===== config.mk =====
export PLATFORM = sky130hd
export DESIGN_NAME = murmur2_key_hash_stream
export DESIGN_NICKNAME = d
export VERILOG_FILES = /design/src/sv/mm2h_pkg.sv /design/src/sv/mm2h_ctrl.sv /design/src/sv/mm2h_datapath.sv /design/src/sv/murmur2_key_hash_stream.sv
export SDC_FILE = /design/constraint.sdc
export NUM_CORES = 1
export LEC_CHECK = 0
export BUFFER_PORTS_ARGS = -buffer_cell sky130_fd_sc_hd__buf_2
export CAP_MARGIN = 25
export CORE_MARGIN = 2
export CORE_UTILIZATION = 45
export CTS_BUF_LIST = sky130_fd_sc_hd__clkbuf_4 sky130_fd_sc_hd__clkbuf_8
export DETAILED_ROUTE_END_ITERATION = 7
export GPL_TIMING_DRIVEN = 0
export SLEW_MARGIN = 10
export SYNTH_ARGS = -nofsm -noshare
export SYNTH_HDL_FRONTEND = slang
export SYNTH_HIERARCHICAL = 1
export SYNTH_SLANG_ARGS = --single-unit
export TNS_END_PERCENT = 30

===== constraint.sdc =====
create_clock -name clk_i -period 11.6 [get_ports clk_i]
set_clock_uncertainty 0.1 [all_clocks]
set_input_delay 1.16 -clock clk_i [delete_from_list [all_inputs] [get_ports clk_i]]
set_output_delay 1.16 -clock clk_i [all_outputs]
set_load 0.01 [all_outputs]

===== src/sv/mm2h_pkg.sv =====
package mm2h_pkg;

  localparam logic [31:0] MixMul     = 32'h5bd1e995;
  localparam logic [31:0] SeedMul    = 32'hdeadbeef;
  localparam int unsigned BlockShift = 24;
  localparam int unsigned FinShiftA  = 13;
  localparam int unsigned FinShiftB  = 15;
  localparam logic [2:0]  FullCount  = 3'd4;

  typedef struct packed {
    logic [31:0] data_word;
    logic [2:0]  byte_count;
    logic        last_chunk;
    logic [31:0] key_length;
  } in_t;

  typedef struct packed {
    logic [31:0] hash_value;
    logic        length_mismatch;
  } out_t;

  typedef enum logic [2:0] {
    OP_NONE,
    OP_SEED,
    OP_K1,
    OP_K2,
    OP_HMIX,
    OP_TAIL,
    OP_AVAL
  } op_e;

  typedef struct packed {
    logic load;
    op_e  op;
  } cmd_t;

  typedef struct packed {
    logic key_open;
    logic in_full;
    logic in_zero;
    logic in_last;
    logic full;
    logic zero;
    logic last;
    logic out_free;
  } status_t;

  // keep bytes below the count, count of four or more keeps all
  function automatic logic [31:0] tail_mask(input logic [2:0] cnt);
    logic [31:0] m;
    unique case (cnt)
      3'd0:    m = 32'h0000_0000;
      3'd1:    m = 32'h0000_00ff;
      3'd2:    m = 32'h0000_ffff;
      3'd3:    m = 32'h00ff_ffff;
      default: m = 32'hffff_ffff;
    endcase
    return m;
  endfunction

endpackage


===== src/sv/mm2h_ctrl.sv =====
module mm2h_ctrl (
  input  logic              clk_i,
  input  logic              rst_ni,
  input  logic              in_valid_i,
  output logic              in_ready_o,
  input  mm2h_pkg::status_t status_i,
  output mm2h_pkg::cmd_t    cmd_o
);
  import mm2h_pkg::*;

  typedef enum logic [2:0] {
    S_IDLE,
    S_SEED,
    S_K1,
    S_K2,
    S_HMIX,
    S_TAIL,
    S_AVAL
  } state_e;

  state_e state_q, state_d;

  function automatic state_e route(input logic full, input logic zero, input logic last);
    state_e s;
    priority if (full) s = S_K1;
    else if (!zero)    s = S_TAIL;
    else if (last)     s = S_AVAL;
    else               s = S_IDLE;
    return s;
  endfunction

  always_comb begin
    state_d = state_q;
    unique case (state_q)
      S_IDLE: begin
        if (in_valid_i) begin
          if (!status_i.key_open) state_d = S_SEED;
          else state_d = route(status_i.in_full, status_i.in_zero, status_i.in_last);
        end
      end
      S_SEED: state_d = route(status_i.full, status_i.zero, status_i.last);
      S_K1:   state_d = S_K2;
      S_K2:   state_d = S_HMIX;
      S_HMIX: state_d = status_i.last ? S_AVAL : S_IDLE;
      S_TAIL: state_d = status_i.last ? S_AVAL : S_IDLE;
      S_AVAL: begin
        if (status_i.out_free) state_d = S_IDLE;
      end
      default: state_d = S_IDLE;
    endcase
  end

  always_ff @(posedge clk_i or negedge rst_ni) begin
    if (!rst_ni) begin
      state_q <= S_IDLE;
    end else begin
      state_q <= state_d;
    end
  end

  assign in_ready_o = (state_q == S_IDLE);

  always_comb begin
    cmd_o.load = (state_q == S_IDLE) && in_valid_i;
    unique case (state_q)
      S_SEED:  cmd_o.op = OP_SEED;
      S_K1:    cmd_o.op = OP_K1;
      S_K2:    cmd_o.op = OP_K2;
      S_HMIX:  cmd_o.op = OP_HMIX;
      S_TAIL:  cmd_o.op = OP_TAIL;
      // hold the avalanche until the output register can take it
      S_AVAL:  cmd_o.op = status_i.out_free ? OP_AVAL : OP_NONE;
      default: cmd_o.op = OP_NONE;
    endcase
  end

endmodule


===== src/sv/mm2h_datapath.sv =====
module mm2h_datapath (
  input  logic              clk_i,
  input  logic              rst_ni,
  input  mm2h_pkg::in_t     in_data_i,
  input  mm2h_pkg::cmd_t    cmd_i,
  output mm2h_pkg::status_t status_o,
  output logic              out_valid_o,
  input  logic              out_ready_i,
  output mm2h_pkg::out_t    out_data_o
);
  import mm2h_pkg::*;

  logic [31:0] hash_q, hash_d;
  logic [31:0] k_q, k_d;
  logic [31:0] word_q;
  logic [2:0]  cnt_q;
  logic        last_q;
  logic [31:0] stated_q;
  logic [31:0] seen_q;
  logic        err_q;
  logic        open_q;
  logic        out_valid_q;
  out_t        out_q;

  logic [2:0]  in_cnt;
  logic        in_over;
  logic [31:0] mul_a, mul_b, prod;

  assign in_over = (in_data_i.byte_count > FullCount);
  assign in_cnt  = in_over ? FullCount : in_data_i.byte_count;

  // one shared multiplier, low word only
  always_comb begin
    mul_b = MixMul;
    unique case (cmd_i.op)
      OP_SEED: begin
        mul_a = stated_q;
        mul_b = SeedMul;
      end
      OP_K1:   mul_a = word_q;
      OP_K2:   mul_a = k_q ^ (k_q >> BlockShift);
      OP_HMIX: mul_a = hash_q;
      OP_TAIL: mul_a = hash_q ^ (word_q & tail_mask(cnt_q));
      OP_AVAL: mul_a = hash_q ^ (hash_q >> FinShiftA);
      default: mul_a = hash_q;
    endcase
  end

  assign prod = mul_a * mul_b;

  always_comb begin
    hash_d = hash_q;
    k_d    = k_q;
    unique case (cmd_i.op)
      OP_SEED: hash_d = prod ^ stated_q;
      OP_K1:   k_d    = prod;
      OP_K2:   k_d    = prod;
      OP_HMIX: hash_d = prod ^ k_q;
      OP_TAIL: hash_d = prod;
      default: ;
    endcase
  end

  always_ff @(posedge clk_i) begin
    hash_q <= hash_d;
    k_q    <= k_d;
    if (cmd_i.load) begin
      word_q <= in_data_i.data_word;
      cnt_q  <= in_cnt;
      last_q <= in_data_i.last_chunk;
    end
    if (cmd_i.op == OP_AVAL) begin
      out_q.hash_value      <= prod ^ (prod >> FinShiftB);
      out_q.length_mismatch <= err_q || (seen_q != stated_q);
    end
  end

  // key bookkeeping is settled at the transfer; the mix steps follow
  always_ff @(posedge clk_i or negedge rst_ni) begin
    if (!rst_ni) begin
      open_q      <= 1'b0;
      err_q       <= 1'b0;
      seen_q      <= '0;
      stated_q    <= '0;
      out_valid_q <= 1'b0;
    end else begin
      if (cmd_i.load) begin
        open_q   <= 1'b1;
        seen_q   <= (open_q ? seen_q : 32'd0) + {29'd0, in_cnt};
        err_q    <= (open_q && err_q) || in_over ||
                    ((in_cnt != FullCount) && !in_data_i.last_chunk);
        if (!open_q) stated_q <= in_data_i.key_length;
      end
      if (cmd_i.op == OP_AVAL) begin
        open_q      <= 1'b0;
        out_valid_q <= 1'b1;
      end else if (out_ready_i) begin
        out_valid_q <= 1'b0;
      end
    end
  end

  always_comb begin
    status_o.key_open = open_q;
    status_o.in_full  = (in_cnt == FullCount);
    status_o.in_zero  = (in_cnt == 3'd0);
    status_o.in_last  = in_data_i.last_chunk;
    status_o.full     = (cnt_q == FullCount);
    status_o.zero     = (cnt_q == 3'd0);
    status_o.last     = last_q;
    status_o.out_free = !out_valid_q || out_ready_i;
  end

  assign out_valid_o = out_valid_q;
  assign out_data_o  = out_q;

endmodule


===== src/sv/murmur2_key_hash_stream.sv =====
// Streaming 32-bit MurmurHash2 of a key sent as little-endian chunks of up to four
// bytes, seed 0xdeadbeef times the key length taken from the first chunk. One hash
// and a length-mismatch flag come out per key after the chunk marked last. All
// products run through one shared 32x32 multiplier, one per cycle while nothing
// holds the avalanche: a full block runs k, k again and the hash mix, a short tail
// the tail mix, an empty chunk none, plus the seed on a key's first chunk and the
// avalanche on its last. The result sits in an output register, so the next chunk
// is taken while it waits; the avalanche waits only when that register is still full.
module murmur2_key_hash_stream (
  input  logic             clk_i,
  input  logic             rst_ni,
  input  logic             in_valid_i,
  output logic             in_ready_o,
  input  mm2h_pkg::in_t    in_data_i,
  output logic             out_valid_o,
  input  logic             out_ready_i,
  output mm2h_pkg::out_t   out_data_o
);
  import mm2h_pkg::*;

  cmd_t    cmd;
  status_t status;

  mm2h_ctrl u_ctrl (
    .clk_i      (clk_i),
    .rst_ni     (rst_ni),
    .in_valid_i (in_valid_i),
    .in_ready_o (in_ready_o),
    .status_i   (status),
    .cmd_o      (cmd)
  );

  mm2h_datapath u_datapath (
    .clk_i       (clk_i),
    .rst_ni      (rst_ni),
    .in_data_i   (in_data_i),
    .cmd_i       (cmd),
    .status_o    (status),
    .out_valid_o (out_valid_o),
    .out_ready_i (out_ready_i),
    .out_data_o  (out_data_o)
  );

endmodule

==> results of run 1 <==
==> logic make-up after synthesis <==
logic type / Yosys count
buf+inv: 559
compound gates: 303
other cells: 1
flops: 203
fa+ha+maj: 526
mux: 29
simple gates: 501
xor+xnor: 190
==> registers in the layout, summed over array words and instances (netlist names) <==
name,flops
u_datapath/out_valid_o,1
u_datapath/hash_q,32
u_ctrl/state_q,3
u_datapath/last_q,1
u_datapath/out_data_o,33
u_datapath/k_q,32
u_datapath/open_q,1
u_datapath/stated_q,32
u_datapath/word_q,32
u_datapath/err_q,1
u_datapath/seen_q,32
u_datapath/cnt_q,3
==> worst max path at each step <==
stage	start	endpoint	slack, ns	depth (start not counted)
after floorplan	out_ready_i	u_datapath/hash_q[29]	0.78	31
after global placement	out_ready_i	u_datapath/out_data_o[16]	-3.97	34
after detailed placement	out_ready_i	u_datapath/out_data_o[31]	-1.06	34
after CTS	u_ctrl/state_q[2]	u_datapath/out_data_o[31]	0.03	34
after global routing	out_ready_i	u_datapath/out_data_o[15]	0.08	33
final	out_ready_i	u_datapath/out_data_o[12]	0.33	29
==> synthesized netlist by cell type (9+ instances only) <==
library cell                 n  area (um2)
sky130_fd_sc_hd__or2_2      11        68.8
sky130_fd_sc_hd__and3_1     12        75.1
sky130_fd_sc_hd__xor2_1     68         596
sky130_fd_sc_hd__a21o_1     19         143
sky130_fd_sc_hd__a21oi_1   105         526
sky130_fd_sc_hd__dfrtp_1    70        1750
sky130_fd_sc_hd__ha_1      169        2110
sky130_fd_sc_hd__o21ai_0    65         325
sky130_fd_sc_hd__o22ai_1    12        75.1
sky130_fd_sc_hd__fa_1      357        7150
sky130_fd_sc_hd__nor2_1     65         244
sky130_fd_sc_hd__nor3b_1    36         270
sky130_fd_sc_hd__and2_1     15        93.8
sky130_fd_sc_hd__nor3_1     21         105
sky130_fd_sc_hd__edfxtp_1  133        3990
sky130_fd_sc_hd__clkbuf_1   59         221
sky130_fd_sc_hd__a22oi_1    10        75.1
sky130_fd_sc_hd__mux2i_1    19         190
sky130_fd_sc_hd__nor2b_1    11        68.8
sky130_fd_sc_hd__a31oi_1    11        68.8
sky130_fd_sc_hd__inv_1     469        1760
sky130_fd_sc_hd__nand3_1    18        90.1
sky130_fd_sc_hd__nand2b_1   17         106
sky130_fd_sc_hd__nand2_1   253         950
sky130_fd_sc_hd__xnor2_1   115        1010
sky130_fd_sc_hd__a221oi_1   11        96.3
sky130_fd_sc_hd__buf_2      12        60.1
sky130_fd_sc_hd__nand4_1     9        56.3
==> layout make-up <==
cell class	count	area, um2
Fill cell	4802	25700
Inverter	474	1780
Clock inverter	15	158
Timing Repair Buffer	120	708
Multi-Input combinational cell	1551	15800
Buffer	84	389
Clock buffer	41	520
Sequential cell	203	5750
Tap cell	680	851
==> metrics by stage <==
step | worst slack (ns) | util
CTS | 0.0276 | 0.502
detailed placement | -1.06 | 0.488
global route | 0.0819 | 0.502
global placement | -3.97 | 0.484
finish | 0.325 | 0.502
floorplan | 0.777 | -
==> per-layer routing <==
layer / wire length (um) / up-vias / share of wire / track usage
met4: 4430 / 0 / 0.054 / 0.145
met5: 0 / - / 0 / 0
met2: 38100 / 885 / 0.47 / 0.505
met1: 32500 / 8946 / 0.40 / 0.409
li1: - / 7676 / - / -
met3: 6510 / 173 / 0.080 / 0.0406
==> repair_timing <==
action	4_1_cts	5_1_grt
gates resized for setup	2	10
endpoints found under the setup margin	10	29
endpoints found under the hold margin	0	0
pin swaps	0	0
==> metrics.txt, run 1 <==
# TYPE chip_impl_metric gauge
chip_impl_metric{name="max-clock-path-buffers",unit=""} 3
chip_impl_metric{name="drt-pass1-iter-count",unit=""} 6
chip_impl_metric{name="num_vias",unit=""} 17680
chip_impl_metric{name="hold-worst-slack",unit="ns"} 0.295
chip_impl_metric{name="critical_path_rt",unit="ns"} 11.78
chip_impl_info{name="worstHoldPathType",value="input port to async pin"} 1
chip_impl_info{name="cp-start-kind",value="input port"} 1
chip_impl_metric{name="grt_antenna_before_repair",unit=""} 0
chip_impl_metric{name="worstMarginPinSlew",unit="ns"} 1.09
chip_impl_metric{name="netlist_area",unit="um2"} 23600
chip_impl_metric{name="synth.yosys.warnings",unit=""} 6
chip_impl_metric{name="report.final.slew_viol_count",unit=""} 0
chip_impl_info{name="layout.cells.most_common",value="sky130_fd_sc_hd__inv_1"} 1
chip_impl_metric{name="final_cells",unit=""} 3168
chip_impl_metric{name="detailedPlacementHpwl",unit="um"} 68100
chip_impl_metric{name="max-cap-violations",unit=""} 0
chip_impl_metric{name="cts.clk_slew.worst_paths",unit="ns"} 0.07
chip_impl_info{name="cts.root.buffer_cell",value="sky130_fd_sc_hd__clkbuf_8"} 1
chip_impl_metric{name="globalplace.congestion",unit=""} 1.01
chip_impl_metric{name="adder_cell_share_of_the_synthesized_area",unit=""} 0.392
chip_impl_metric{name="cp_max_fo",unit=""} 10
chip_impl_metric{name="detailed_place.area",unit="um2"} 25200
chip_impl_metric{name="fp.coreArea",unit="um2"} 51600
chip_impl_metric{name="final_nets",unit=""} 3062
chip_impl_metric{name="place.port_buffers",unit=""} 106
chip_impl_info{name="critPathSlowestCell",value="sky130_fd_sc_hd__xnor2_1"} 1
chip_impl_metric{name="grt_max_degree",unit=""} 63
chip_impl_metric{name="timing.critical_path.buf_inv",unit=""} 7
chip_impl_info{name="crit_path_end_kind",value="register"} 1
chip_impl_info{name="rr_startpoint",value="u_ctrl/state_q[0]"} 1
chip_impl_metric{name="number_of_global_route_vias_before_repair",unit=""} 18613
chip_impl_metric{name="relSlewSlack",unit=""} 0.268
chip_impl_info{name="timing.rr.end",value="u_datapath/out_data_o[12]"} 1
chip_impl_metric{name="die_h",unit="um"} 233
chip_impl_info{name="most_used_cells_in_the_layout_excluding_fill_and_tap_cells",value="sky130_fd_sc_hd__inv_1 (467), sky130_fd_sc_hd__fa_1 (357), sky130_fd_sc_hd__nand2_1 (253)"} 1
chip_impl_metric{name="numClockSinks",unit=""} 203
chip_impl_metric{name="cts-buffers-inserted",unit=""} 30
chip_impl_metric{name="ys_async_sr_fraction",unit=""} 0.345
chip_impl_info{name="outcome",value="finished, final reports clean"} 1
chip_impl_metric{name="detailedRoute.firstIterationViolations",unit=""} 1742
chip_impl_metric{name="horiz_die_dim",unit="um"} 233
chip_impl_info{name="path_common_cell",value="sky130_fd_sc_hd__fa_1"} 1
chip_impl_metric{name="num_rows",unit=""} 83
chip_impl_metric{name="die-area",unit="um2"} 54300
chip_impl_metric{name="drt.antenna.violating_nets",unit=""} 0
chip_impl_metric{name="timing_hold_violations_final",unit=""} 0
chip_impl_metric{name="reg2reg_setup_slack",unit="ns"} 0.51
chip_impl_metric{name="route.final.wire_length",unit="um"} 81500
chip_impl_metric{name="multiplexer_fraction_of_the_synthesized_cell_area",unit=""} 0.0138
chip_impl_metric{name="floorplan.initialDensity",unit=""} 0.457
chip_impl_info{name="tritoncts",value="built"} 1
chip_impl_metric{name="synth_compound_gate_area_share",unit=""} 0.0831
chip_impl_metric{name="maxClockFrequency",unit="MHz"} 88.7
chip_impl_info{name="synth_flop_cell",value="sky130_fd_sc_hd__edfxtp_1"} 1
chip_impl_info{name="rsz0062_at_grt",value="false"} 1
chip_impl_metric{name="grt.total_usage",unit=""} 0.309
chip_impl_metric{name="first_pass_grt_wire_length",unit="um"} 120000
chip_impl_metric{name="setup-tns-final",unit="ns"} 0
chip_impl_metric{name="critPathArrivalTime",unit="ns"} 11.45
chip_impl_metric{name="layout_worst_path_cycle_share",unit=""} 0.972
chip_impl_metric{name="area.growth.synth_to_final",unit="%"} 9.78
chip_impl_metric{name="yosys.cell_types.count",unit=""} 89
chip_impl_metric{name="r2r_cells",unit=""} 28
chip_impl_info{name="synth_top_family_by_area",value="adder cells"} 1
chip_impl_metric{name="final_area",unit="um2"} 25900
chip_impl_metric{name="cts_setup_buffers",unit=""} 0
chip_impl_metric{name="finalWorstPathRequiredPeriod",unit="ns"} 11.27
chip_impl_metric{name="synth.ff_latch_count",unit=""} 203
chip_impl_metric{name="synth-edff-count",unit=""} 133
chip_impl_metric{name="synthesis.area_per_instance",unit="um2"} 10.2
chip_impl_metric{name="wl_per_cell",unit="um"} 25.7
chip_impl_metric{name="num_antenna_cells",unit=""} 0
chip_impl_metric{name="ctsHoldBuffers",unit=""} 0
chip_impl_metric{name="clock_latency_on_the_worst_skew_pair",unit="ns"} 0.60
chip_impl_metric{name="h_tree_lvls",unit=""} 1
chip_impl_info{name="crit_type",value="input port to register"} 1
chip_impl_metric{name="floorplan.io_pins",unit=""} 107
chip_impl_metric{name="drc",unit=""} 0
chip_impl_metric{name="synth_sequential_area_ratio",unit=""} 0.243
chip_impl_metric{name="grt_overflow",unit=""} 0
chip_impl_metric{name="synth_simple_gate_area_frac",unit=""} 0.101
chip_impl_metric{name="setup_viol_count_final",unit=""} 0
chip_impl_metric{name="avgViaCountPerCell",unit=""} 5.58
chip_impl_metric{name="synth-xor-area-share",unit=""} 0.0742
chip_impl_metric{name="layout-drive-gt1-share",unit=""} 0.103
chip_impl_metric{name="critical_path.max_stage_delay",unit="ns"} 0.88
chip_impl_metric{name="gate_count_after_technology_mapping",unit=""} 2312
chip_impl_metric{name="post-place-cells",unit=""} 3113
chip_impl_info{name="worst_path_dominant_cell_family",value="adder cells"} 1
Power of run 1 is not shown: default switching activity piles up to over one toggle a cycle in this logic, so the estimate is an artifact.
==> run 2, diff against run 1 <==
--- a/config.mk
+++ b/config.mk
@@ -12,6 +12,7 @@
 export CTS_BUF_LIST = sky130_fd_sc_hd__clkbuf_4 sky130_fd_sc_hd__clkbuf_8
 export DETAILED_ROUTE_END_ITERATION = 7
 export GPL_TIMING_DRIVEN = 0
+export PLACE_DENSITY = 0.62
 export SLEW_MARGIN = 10
 export SYNTH_ARGS = -nofsm -noshare
 export SYNTH_HDL_FRONTEND = slang
==> metrics.txt, run 2 (synthesis gave the netlist of run 1 again) <==
# TYPE chip_impl_metric gauge
chip_impl_metric{name="numClockSinks",unit=""} 203
chip_impl_metric{name="num_rows",unit=""} 83
chip_impl_metric{name="layout_worst_path_cycle_share",unit=""} 0.972
chip_impl_metric{name="cp_max_fo",unit=""} 10
chip_impl_info{name="crit_path_end_kind",value="register"} 1
chip_impl_metric{name="number_of_global_route_vias_before_repair",unit=""} 18443
chip_impl_info{name="cp-start-kind",value="register"} 1
chip_impl_metric{name="clock_latency_on_the_worst_skew_pair",unit="ns"} 0.63
chip_impl_metric{name="grt_overflow",unit=""} 0
chip_impl_metric{name="finalWorstPathRequiredPeriod",unit="ns"} 11.28
chip_impl_info{name="most_used_cells_in_the_layout_excluding_fill_and_tap_cells",value="sky130_fd_sc_hd__inv_1 (468), sky130_fd_sc_hd__fa_1 (357), sky130_fd_sc_hd__nand2_1 (253)"} 1
chip_impl_metric{name="drt.antenna.violating_nets",unit=""} 0
chip_impl_metric{name="floorplan.initialDensity",unit=""} 0.457
chip_impl_metric{name="final_cells",unit=""} 3169
chip_impl_metric{name="die-area",unit="um2"} 54300
chip_impl_metric{name="grt_antenna_before_repair",unit=""} 0
chip_impl_metric{name="horiz_die_dim",unit="um"} 233
chip_impl_metric{name="drt-pass1-iter-count",unit=""} 6
chip_impl_info{name="critPathSlowestCell",value="sky130_fd_sc_hd__xnor2_1"} 1
chip_impl_metric{name="avgViaCountPerCell",unit=""} 5.54
chip_impl_metric{name="post-place-cells",unit=""} 3110
chip_impl_metric{name="fp.coreArea",unit="um2"} 51600
chip_impl_metric{name="die_h",unit="um"} 233
chip_impl_metric{name="wl_per_cell",unit="um"} 26.1
chip_impl_metric{name="first_pass_grt_wire_length",unit="um"} 121000
chip_impl_metric{name="cts.clk_slew.worst_paths",unit="ns"} 0.07
chip_impl_info{name="worst_path_dominant_cell_family",value="adder cells"} 1
chip_impl_metric{name="cts-resized-gates",unit=""} 0
chip_impl_info{name="tritoncts",value="built"} 1
chip_impl_metric{name="grt_max_degree",unit=""} 63
chip_impl_metric{name="floorplan.io_pins",unit=""} 107
chip_impl_metric{name="place.port_buffers",unit=""} 106
chip_impl_metric{name="globalplace.congestion",unit=""} 1.01
chip_impl_metric{name="report.final.slew_viol_count",unit=""} 0
chip_impl_metric{name="critical_path.max_stage_delay",unit="ns"} 0.83
chip_impl_metric{name="drc",unit=""} 0
chip_impl_metric{name="route.final.wire_length",unit="um"} 82600
chip_impl_metric{name="fillCellCount",unit=""} 4748
chip_impl_metric{name="timing_hold_violations_final",unit=""} 0
chip_impl_info{name="crit_type",value="register to register"} 1
chip_impl_metric{name="setup_viol_count_final",unit=""} 0
chip_impl_metric{name="multi_input_comb_area",unit="um2"} 15700
chip_impl_metric{name="cts_setup_buffers",unit=""} 0
chip_impl_metric{name="final_nets",unit=""} 3061
chip_impl_metric{name="max-cap-violations",unit=""} 0
chip_impl_metric{name="max-clock-path-buffers",unit=""} 3
chip_impl_metric{name="ctsHoldBuffers",unit=""} 0
chip_impl_metric{name="setup-tns-final",unit="ns"} 0
chip_impl_metric{name="largest_register_ff_count",unit=""} 33
chip_impl_metric{name="timing.critical_path.buf_inv",unit=""} 15
chip_impl_metric{name="critPathArrivalTime",unit="ns"} 11.48
chip_impl_metric{name="cts-buffers-inserted",unit=""} 31
chip_impl_info{name="outcome",value="finished, final reports clean"} 1
chip_impl_metric{name="area.growth.synth_to_final",unit="%"} 9.85
chip_impl_metric{name="worstMarginPinSlew",unit="ns"} 1.03
chip_impl_metric{name="detailedRoute.firstIterationViolations",unit=""} 1572
chip_impl_metric{name="maxClockFrequency",unit="MHz"} 88.7
chip_impl_metric{name="h_tree_lvls",unit=""} 1
chip_impl_info{name="worstHoldPathType",value="input port to async pin"} 1
chip_impl_metric{name="critical_path_rt",unit="ns"} 11.80
chip_impl_metric{name="grt.total_usage",unit=""} 0.313
chip_impl_metric{name="register_area",unit="um2"} 5750
chip_impl_metric{name="num_vias",unit=""} 17550
chip_impl_metric{name="detailedPlacementHpwl",unit="um"} 69700
chip_impl_info{name="layout.cells.most_common",value="sky130_fd_sc_hd__inv_1"} 1
chip_impl_info{name="cts.root.buffer_cell",value="sky130_fd_sc_hd__clkbuf_8"} 1
chip_impl_info{name="rsz0062_at_grt",value="true"} 1
chip_impl_metric{name="relSlewSlack",unit=""} 0.305
chip_impl_metric{name="layout-drive-gt1-share",unit=""} 0.103
## run 2: cell types whose count changed in the layout (fill, tap and decap cells not counted), sizes merged
cell / previous run / this run
clkinvlp: 3 / 0
clkbuf: 99 / 106
buf: 146 / 144
clkinv: 11 / 6
inv: 472 / 476
bufinv: 3 / 2
diode: 0 / 1
## run 2: final timing paths
path	startpoint	end	slack, ns	depth (start not counted)
worst max register to register	u_ctrl/state_q[0]	u_datapath/out_data_o[13]	0.32	33
min in group clk_i	u_datapath/err_q	u_datapath/err_q	0.42	1
worst min-delay path	rst_ni	u_datapath/stated_q[10]	0.26	1
worst min register to register	u_datapath/err_q	u_datapath/err_q	0.42	1
worst max-delay path	u_ctrl/state_q[0]	u_datapath/out_data_o[13]	0.32	33
max in group asynchronous	rst_ni	u_datapath/seen_q[24]	10.59	2
## run 2: layer usage
layer	wire (um)	track usage	part of all wire
met5	0	0	0
met4	3640	0.122	0.044
met3	6720	0.0523	0.081
met2	38500	0.511	0.47
met1	33800	0.418	0.41
## run 2: metrics by stage
stage / setup slack [ns] / utilization / hold slack [ns] / instance area [um2]
global route: -0.0809 / 0.502 / 0.259 / 25900
global placement: -3.85 / 0.484 / 0.410 / 25000
CTS: 0.116 / 0.502 / 0.236 / 25900
detailed placement: -0.474 / 0.488 / 0.400 / 25200
floorplan: 0.777 / - / 0.374 / 23600
finish: 0.323 / 0.502 / 0.265 / 25900
## run 2: worst register-to-register path: cells and delay by family, from the launching register on
family                     cells  cell delay (ns)
xor gates and xnor gates       2             0.97
adders and majority gates      9             4.50
AOI/OAI and AO/OA              3             0.49
DFF                            1             0.35
buffers and inverters         15             3.32
muxes                          1             0.26
and+or+nand+nor                3             0.98
## run 2: layout make-up
class	instances	share of cell area
multi-input combinational	1551	0.607
sequential	203	0.222
timing repair buffer	118	0.0266
clock buffer	48	0.0235
antenna	1	0.0000965
clock inverter	10	0.00444
tap	680	0.0328
buffer	84	0.0150
inverter	474	0.0687
Power of run 2 is left out for the same reason.
